### src/hw/rtl/sms_pkg.sv
// Shared types and constants for the substring match splitter.
// Holds the transaction structs, the configuration register map and default sizes.
// No dependencies.
package sms_pkg;

	localparam int PATTERN_BYTES       = 16;
	localparam int PATTERN_LEN_W       = 5;
	localparam int START_W             = 16;
	localparam int CFG_DATA_W          = 64;
	localparam int CFG_INDEX_W         = 2;
	localparam int DEF_MAX_PATTERN_LEN = 16;
	localparam int DEF_MAX_TEXT_LEN    = 65536;

	typedef enum logic [CFG_INDEX_W-1:0] {
		CFG_PATTERN_LOW    = 2'd0,
		CFG_PATTERN_HIGH   = 2'd1,
		CFG_PATTERN_LENGTH = 2'd2,
		CFG_SPLIT_MODE     = 2'd3
	} cfg_index_t;

	typedef struct packed {
		logic [CFG_DATA_W-1:0]    pattern_low_bytes;
		logic [CFG_DATA_W-1:0]    pattern_high_bytes;
		logic [PATTERN_LEN_W-1:0] pattern_length;
		logic                     split_mode;
	} cfg_t;

	typedef struct packed {
		logic [7:0] text_byte;
		logic       is_last;
	} in_item_t;

	typedef struct packed {
		logic               match_hit;
		logic [START_W-1:0] match_start;
		logic               end_of_text;
		logic               none_found;
	} out_item_t;

endpackage

### src/hw/rtl/substring_match_splitter.sv
// Substring match splitter: takes one text byte per cycle unless result_ready holds it
// back, and compares the newest bytes against a configured pattern of up to 16 bytes.
// Each accepted byte yields exactly one result transaction, passing the input register
// and then the result register; a new byte can be accepted every cycle unless the
// result register is full and not being emptied. No clearing pass follows reset.
module substring_match_splitter import sms_pkg::*; #(
	parameter int MAX_PATTERN_LEN = DEF_MAX_PATTERN_LEN,
	parameter int MAX_TEXT_LEN    = DEF_MAX_TEXT_LEN
) (
	input  logic                   clk,
	input  logic                   arst_n,
	input  logic                   text_valid,
	output logic                   text_ready,
	input  in_item_t               text_item,
	output logic                   result_valid,
	input  logic                   result_ready,
	output out_item_t              result_item,
	input  logic                   cfg_wen,
	input  logic [CFG_INDEX_W-1:0] cfg_index,
	input  logic [CFG_DATA_W-1:0]  cfg_wdata
);

	cfg_t      cfg;
	in_item_t  item_s1;
	logic      valid_s1;
	out_item_t result_next;
	out_item_t result_q;
	logic      result_valid_q;
	logic      advance;
	logic      text_fire;

	sms_cfg_regs u_cfg_regs (
		.clk       (clk),
		.arst_n    (arst_n),
		.cfg_wen   (cfg_wen),
		.cfg_index (cfg_index),
		.cfg_wdata (cfg_wdata),
		.cfg       (cfg)
	);

	sms_match_core #(
		.MAX_PATTERN_LEN (MAX_PATTERN_LEN),
		.MAX_TEXT_LEN    (MAX_TEXT_LEN)
	) u_match_core (
		.clk     (clk),
		.arst_n  (arst_n),
		.cfg     (cfg),
		.item    (item_s1),
		.advance (advance),
		.result  (result_next)
	);

	// The input stage moves on whenever the result register is free or being emptied.
	assign advance    = valid_s1 && (!result_valid_q || result_ready);
	assign text_ready = !valid_s1 || advance;
	assign text_fire  = text_valid && text_ready;

	always_ff @(posedge clk or negedge arst_n) begin
		if (!arst_n) begin
			valid_s1       <= 1'b0;
			result_valid_q <= 1'b0;
		end else begin
			valid_s1       <= text_fire || (valid_s1 && !advance);
			result_valid_q <= advance || (result_valid_q && !result_ready);
		end
	end

	always_ff @(posedge clk) begin
		if (text_fire) begin
			item_s1 <= text_item;
		end
		if (advance) begin
			result_q <= result_next;
		end
	end

	assign result_valid = result_valid_q;
	assign result_item  = result_q;

endmodule

### src/hw/rtl/sms_cfg_regs.sv
// Configuration register file of the substring match splitter.
// Decodes the plain write port into the cfg_t bundle; uses sms_pkg.
module sms_cfg_regs import sms_pkg::*; (
	input  logic                   clk,
	input  logic                   arst_n,
	input  logic                   cfg_wen,
	input  logic [CFG_INDEX_W-1:0] cfg_index,
	input  logic [CFG_DATA_W-1:0]  cfg_wdata,
	output cfg_t                   cfg
);

	cfg_t cfg_q;

	always_ff @(posedge clk or negedge arst_n) begin
		if (!arst_n) begin
			cfg_q <= '0;
		end else if (cfg_wen) begin
			case (cfg_index_t'(cfg_index))
				CFG_PATTERN_LOW: begin
					cfg_q.pattern_low_bytes <= cfg_wdata;
				end
				CFG_PATTERN_HIGH: begin
					cfg_q.pattern_high_bytes <= cfg_wdata;
				end
				CFG_PATTERN_LENGTH: begin
					cfg_q.pattern_length <= cfg_wdata[PATTERN_LEN_W-1:0];
				end
				CFG_SPLIT_MODE: begin
					cfg_q.split_mode <= cfg_wdata[0];
				end
				default: begin
				end
			endcase
		end
	end

	assign cfg = cfg_q;

endmodule

### src/hw/rtl/sms_match_core.sv
// Byte window, text counters and parallel pattern compare of the splitter.
// Produces the result for the byte in the input stage and updates state on advance.
// Uses sms_pkg for the transaction and configuration types.
module sms_match_core import sms_pkg::*; #(
	parameter int MAX_PATTERN_LEN = DEF_MAX_PATTERN_LEN,
	parameter int MAX_TEXT_LEN    = DEF_MAX_TEXT_LEN
) (
	input  logic      clk,
	input  logic      arst_n,
	input  cfg_t      cfg,
	input  in_item_t  item,
	input  logic      advance,
	output out_item_t result
);

	localparam int BW = $clog2(MAX_PATTERN_LEN + 1);
	localparam int PW = $clog2(MAX_TEXT_LEN + 1);
	localparam int CW = (BW > PATTERN_LEN_W) ? BW : PATTERN_LEN_W;
	localparam int IW = (MAX_PATTERN_LEN > 1) ? $clog2(MAX_PATTERN_LEN) : 1;
	localparam int SW = (PW > START_W) ? PW : START_W;

	logic [7:0]    window_q    [MAX_PATTERN_LEN];
	logic [7:0]    window_next [MAX_PATTERN_LEN];
	logic [7:0]    pat         [MAX_PATTERN_LEN];
	logic [CW-1:0] pidx        [MAX_PATTERN_LEN];
	logic [MAX_PATTERN_LEN-1:0] eq;

	logic [PW-1:0] pos_q, pos_inc;
	logic [BW-1:0] since_q, since_inc;
	logic          any_q;

	logic [CW-1:0] len_c;
	logic [SW-1:0] start_w;
	logic          len_ok, pos_ok, enough, mode_ok, hit;
	logic [2*CFG_DATA_W-1:0] pattern_all;

	assign pattern_all = {cfg.pattern_high_bytes, cfg.pattern_low_bytes};

	// Pattern positions past the sixteen configured bytes compare against zero.
	for (genvar k = 0; k < MAX_PATTERN_LEN; k++) begin : g_pat
		if (k < PATTERN_BYTES) begin : g_cfg
			assign pat[k] = pattern_all[8*k +: 8];
		end else begin : g_zero
			assign pat[k] = 8'h00;
		end
	end

	always_comb begin
		window_next[0] = item.text_byte;
		for (int i = 1; i < MAX_PATTERN_LEN; i++) begin
			window_next[i] = window_q[i-1];
		end
	end

	assign len_c = CW'(cfg.pattern_length);

	// Window entry j (newest first) lines up with pattern byte len-1-j.
	always_comb begin
		for (int j = 0; j < MAX_PATTERN_LEN; j++) begin
			pidx[j] = len_c - CW'(1) - CW'(j);
			eq[j]   = (CW'(j) >= len_c) || (window_next[j] == pat[pidx[j][IW-1:0]]);
		end
	end

	assign len_ok    = (len_c != '0) && (len_c <= CW'(MAX_PATTERN_LEN));
	assign pos_ok    = pos_q < PW'(MAX_TEXT_LEN);
	assign since_inc = (since_q < BW'(MAX_PATTERN_LEN)) ? since_q + BW'(1) : since_q;
	assign pos_inc   = pos_ok ? pos_q + PW'(1) : pos_q;
	assign enough    = CW'(since_inc) >= len_c;
	assign mode_ok   = cfg.split_mode || !any_q;
	assign hit       = len_ok && pos_ok && enough && mode_ok && (&eq);
	assign start_w   = SW'(pos_q) + SW'(1) - SW'(cfg.pattern_length);

	always_comb begin
		result.match_hit   = hit;
		result.match_start = hit ? start_w[START_W-1:0] : '0;
		result.end_of_text = item.is_last;
		result.none_found  = item.is_last && !(any_q || hit);
	end

	always_ff @(posedge clk or negedge arst_n) begin
		if (!arst_n) begin
			pos_q   <= '0;
			since_q <= '0;
			any_q   <= 1'b0;
		end else if (advance) begin
			if (item.is_last) begin
				pos_q   <= '0;
				since_q <= '0;
				any_q   <= 1'b0;
			end else begin
				pos_q   <= pos_inc;
				since_q <= hit ? '0 : since_inc;
				any_q   <= any_q || hit;
			end
		end
	end

	// The window needs no clearing: a compare only looks at bytes taken since the
	// start of the text or the last match, which the byte counter guarantees.
	always_ff @(posedge clk) begin
		if (advance) begin
			for (int i = 0; i < MAX_PATTERN_LEN; i++) begin
				window_q[i] <= window_next[i];
			end
		end
	end

`ifndef SYNTHESIS
	a_any_after_hit: assert property (@(posedge clk) disable iff (!arst_n)
		advance && hit && !item.is_last |=> any_q)
		else $error("match seen flag not set after a hit");

	a_clear_on_last: assert property (@(posedge clk) disable iff (!arst_n)
		advance && item.is_last |=> (pos_q == '0) && (since_q == '0) && !any_q)
		else $error("text state not cleared after the final byte");

	a_search_single: assert property (@(posedge clk) disable iff (!arst_n)
		any_q && !cfg.split_mode |-> !hit)
		else $error("second match reported in search mode");

	a_hit_spacing: assert property (@(posedge clk) disable iff (!arst_n)
		hit |-> CW'(since_inc) >= len_c && len_c != '0)
		else $error("match overlaps the previous one");
`endif

endmodule
### config.mk
export PLATFORM = sky130hd
export DESIGN_NAME = substring_match_splitter
export DESIGN_NICKNAME = d
export VERILOG_FILES = /design/src/hw/rtl/sms_pkg.sv /design/src/hw/rtl/substring_match_splitter.sv /design/src/hw/rtl/sms_cfg_regs.sv /design/src/hw/rtl/sms_match_core.sv
export SDC_FILE = /design/constraint.sdc
export NUM_CORES = 1
export LEC_CHECK = 0
export BUFFER_PORTS_ARGS = -buffer_cell sky130_fd_sc_hd__buf_4
export CORE_ASPECT_RATIO = 1.75
export CORE_MARGIN = 2
export CORE_UTILIZATION = 35
export DETAILED_ROUTE_END_ITERATION = 7
export PLACE_DENSITY = 0.47
export REMOVE_ABC_BUFFERS = 1
export SLEW_MARGIN = 10
export SYNTH_ARGS = -nofsm -noshare
export SYNTH_HDL_FRONTEND = slang
export SYNTH_SLANG_ARGS = --single-unit
### constraint.sdc
create_clock -name clk -period 9.93 [get_ports clk]
set_clock_uncertainty 0.05 [all_clocks]
set_input_delay 1.4895 -clock clk [delete_from_list [all_inputs] [get_ports clk]]
set_output_delay 1.4895 -clock clk [all_outputs]
set_load 0.1 [all_outputs]
==> results.txt <==
Chip Height -> 318 um
hold violation count in the final report -> 0
CTS resizes -> 0
# Max-Cap Violations -> 0
portion of netlist area occupied by mux cells -> 0.299
DRC violation total after the first TritonRoute iteration -> 757
Tightest Hold Check Type -> reg -> reg
Final Setup Violations -> 0
final cell area excluding filler cells -> 22,300 sq um
share of the yosys chip area belonging to registers -> 0.427
type of destination of the critical path -> flip-flop
cell area power density -> 306 nW/um^2
fraction of the mapped netlist area in adder cells -> 0.0112
number of nets in the layout -> 1,792
number of detailed-route iterations in the first pass -> 6
root buf cell -> sky130_fd_sc_hd__clkbuf_16
final setup TNS -> 0 ps
antenna diode count -> 0
average footprint of a synthesized cell -> 12.1 sq um
remaining antenna violation count -> 0
dominant combinational cell family by area after synthesis -> multiplexers
TritonCTS clock tree -> built
Async S/R FF share, synth -> 0.518
antenna violations before repair -> 0
number of distinct library cells after synthesis -> 72
RSZ-0062 raised after global routing -> no
Boundary Pins -> 101
ratio of cells with drive above 1 in the final layout -> 0.279
area of the die -> 58,400 sq um
total DRC errors in the routed layout -> 0
global-route wire length before repair -> 96.2 mm
clock-pin slew of the registers on the worst-case setup and hold paths -> 70 ps
worst hold margin -> 413 ps
maximum clock path buffer count -> 3
Syn. warnings -> 0
combined area of all synthesized cells -> 19,700 sq um
standard-cell row count -> 115
critical setup path kind -> reg -> reg
starting density of the core -> 0.353
dpl cell area -> 21,100 sq um
port buffer count -> 100
maximum level of the CTS H-tree -> 2
Post-Synth XOR/XNOR Area -> 0.0961
number of flops mapped to enable cells by yosys -> 148
worst skew pair latency -> 570 ps
Worst Path Required -> 10,190 ps
layout overhead on the synthesized area -> 13.1%
multi-input logic area -> 10,800 sq um
share of the cycle needed by the critical path after routing -> 0.668
pin count of the biggest net entering global routing -> 97
flip-flop and latch area -> 8430 sq um
CTS sink count -> 307
total overflow reported by the global router -> 0
number of fill cells -> 5,337
share of synthesized cell area in and, or, nand and nor gates -> 0.0880
startpoint kind of the worst setup timing path -> flip-flop
number of global-route vias before repair -> 14,300
most frequent cells in the layout -> sky130_fd_sc_hd__mux2_2 (202), sky130_fd_sc_hd__mux2i_1 (199), sky130_fd_sc_hd__dfrtp_1 (157)
# hold bufs at CTS -> 0
worst slew pin tran -> 1170 ps
Num CTS Buffers -> 35
leading cell type in the layout, fill and taps excluded -> sky130_fd_sc_hd__mux2_2
DRT Wirelength -> 65.6 mm
Compound-Gate Fraction of Synth Area -> 0.0500
Avg Vias per Cell -> 5.60
via count -> 13,600
last weighted congestion value of the routability-driven placer -> 0.929
arrival time reported for the critical path endpoint -> 6890 ps
gate count after technology mapping -> 1,627
worst slew margin relative to its limit -> 0.212
final critical delay including setup and external delays -> 6630 ps
global routing usage summed across all routing layers -> 0.226
Pins Over Slew Limit -> 0
x dimension of the die -> 184 um
power consumption -> 6.82 mW
Synth Register Bits -> 307
Main synth FF type -> sky130_fd_sc_hd__dfrtp_1
critical path fanouts, max -> 57
wire per inst -> 27.1 um
static leakage -> 8.84 nW
achievable clock frequency -> 151 MHz
outcome -> finished, final reports clean
maximum resistive drop on vdd -> 0.141 mV
Final HPWL DP -> 49.5 mm
Setup Buffers After CTS -> 0
core area -> 56,000 sq um
-- layer usage --
metal / vias to the layer above / wire, um / track usage
li1: 6166 / - / -
met4: 0 / 3520 / 0.115
met1: 6916 / 23800 / 0.242
met5: - / 0 / 0
met3: 115 / 2630 / 0.0344
met2: 372 / 35600 / 0.424
-- cell families after synthesis --
| kind of cell | Yosys count |
|---|---|
| buffers and inverters | 110 |
| adders and majority gates | 17 |
| DFF | 307 |
| xor gates and xnor gates | 199 |
| and+or+nand+nor | 361 |
| AOI/OAI and AO/OA | 159 |
| muxes | 474 |
-- layout make-up --
cell class / instances / area share
clock buffers: 53 / 0.0469
clock inverters: 10 / 0.00729
inverters: 17 / 0.00314
multi-input cells: 1210 / 0.484
flip-flops and latches: 307 / 0.378
well taps: 702 / 0.0393
repair buffers: 124 / 0.0419
-- path summary, 6_finish.rpt --
kind | slack (ps) | cells after the start | end | start
max | 3300 | 16 | result_item[0] | u_cfg_regs.cfg[1]
min | 410 | 0 | u_match_core.window_q[0][40] | u_match_core.window_q[0][32]
max reg2reg | 3300 | 16 | result_item[0] | u_cfg_regs.cfg[1]
min reg2reg | 410 | 0 | u_match_core.window_q[0][40] | u_match_core.window_q[0][32]
max in group asynchronous | 7670 | 2 | u_cfg_regs.cfg[1] | arst_n
min in group asynchronous | 860 | 1 | u_cfg_regs.cfg[4] | arst_n
-- Yosys cell counts (3+ instances only) --
| library cell | number | share of area |
|---|---|---|
| sky130_fd_sc_hd__xnor2_4 | 5 | 0.0070 |
| sky130_fd_sc_hd__nand4_1 | 11 | 0.0035 |
| sky130_fd_sc_hd__inv_1 | 14 | 0.0027 |
| sky130_fd_sc_hd__buf_6 | 3 | 0.0017 |
| sky130_fd_sc_hd__o211ai_1 | 7 | 0.0027 |
| sky130_fd_sc_hd__a41oi_1 | 3 | 0.0013 |
| sky130_fd_sc_hd__xnor2_1 | 103 | 0.046 |
| sky130_fd_sc_hd__nand2_1 | 145 | 0.028 |
| sky130_fd_sc_hd__dfrtp_1 | 159 | 0.20 |
| sky130_fd_sc_hd__o31ai_1 | 7 | 0.0027 |
| sky130_fd_sc_hd__a22o_1 | 4 | 0.0018 |
| sky130_fd_sc_hd__nor3_1 | 36 | 0.0091 |
| sky130_fd_sc_hd__buf_2 | 31 | 0.0079 |
| sky130_fd_sc_hd__xnor2_2 | 3 | 0.0025 |
| sky130_fd_sc_hd__nand3b_1 | 4 | 0.0015 |
| sky130_fd_sc_hd__o21ai_1 | 7 | 0.0018 |
| sky130_fd_sc_hd__edfxtp_1 | 148 | 0.23 |
| sky130_fd_sc_hd__or3_1 | 6 | 0.0019 |
| sky130_fd_sc_hd__buf_4 | 22 | 0.0084 |
| sky130_fd_sc_hd__mux4_2 | 72 | 0.082 |
| sky130_fd_sc_hd__buf_1 | 3 | 0.00057 |
| sky130_fd_sc_hd__ha_1 | 16 | 0.010 |
| sky130_fd_sc_hd__nand3_1 | 39 | 0.0099 |
| sky130_fd_sc_hd__nand2b_1 | 10 | 0.0032 |
| sky130_fd_sc_hd__and2_1 | 17 | 0.0054 |
| sky130_fd_sc_hd__mux2i_1 | 199 | 0.10 |
| sky130_fd_sc_hd__a211oi_1 | 10 | 0.0038 |
| sky130_fd_sc_hd__nor4_1 | 15 | 0.0048 |
| sky130_fd_sc_hd__o21ai_0 | 47 | 0.012 |
| sky130_fd_sc_hd__a31oi_1 | 10 | 0.0032 |
| sky130_fd_sc_hd__nor2_1 | 49 | 0.0093 |
| sky130_fd_sc_hd__mux2_2 | 202 | 0.12 |
| sky130_fd_sc_hd__nor2b_1 | 4 | 0.0013 |
| sky130_fd_sc_hd__a21oi_1 | 40 | 0.010 |
| sky130_fd_sc_hd__a21o_1 | 4 | 0.0015 |
| sky130_fd_sc_hd__xor2_1 | 86 | 0.038 |
| sky130_fd_sc_hd__clkbuf_1 | 33 | 0.0063 |
| sky130_fd_sc_hd__and3_1 | 11 | 0.0035 |
-- stage by stage --
step	instances	util	worst slack, ps
floorplan	1534	-	-3130
global placement	2360	0.377	3320
detailed placement	2360	0.377	3210
CTS	2423	0.399	3210
global route	2423	0.399	2850
finish	2423	0.399	3300
-- critical path: stages (launching register included) --
cell and delay, ps:
sky130_fd_sc_hd__dfrtp_4 790, sky130_fd_sc_hd__inv_1 260, sky130_fd_sc_hd__ha_4 830, sky130_fd_sc_hd__clkinv_2 990
sky130_fd_sc_hd__xnor2_2 760, sky130_fd_sc_hd__buf_4 330, sky130_fd_sc_hd__nor2_1 80, sky130_fd_sc_hd__a21oi_1 190
sky130_fd_sc_hd__mux2i_1 120, sky130_fd_sc_hd__xor2_1 150, sky130_fd_sc_hd__nor4_1 450, sky130_fd_sc_hd__nand4_1 180
sky130_fd_sc_hd__nor3_1 270, sky130_fd_sc_hd__a22oi_1 150, sky130_fd_sc_hd__nor4b_4 270, sky130_fd_sc_hd__buf_4 310
sky130_fd_sc_hd__nor3b_1 90
-- registers in the layout, summed over array words and instances (netlist names) --
signal,flops
u_match_core.any_q,1
item_s1,9
u_cfg_regs.cfg,134
u_match_core.pos_q,17
u_match_core.since_q,5
valid_s1,1
result_item,19
result_valid,1
u_match_core.window_q,120
-- where the power goes --
group / internal [mW] / total, mW / switching, mW
registers: 1.51 / 1.67 / 0.161
logic: 1.48 / 3.75 / 2.26
clock network: 0.837 / 1.40 / 0.565
Power figures use the tool's default switching activity.
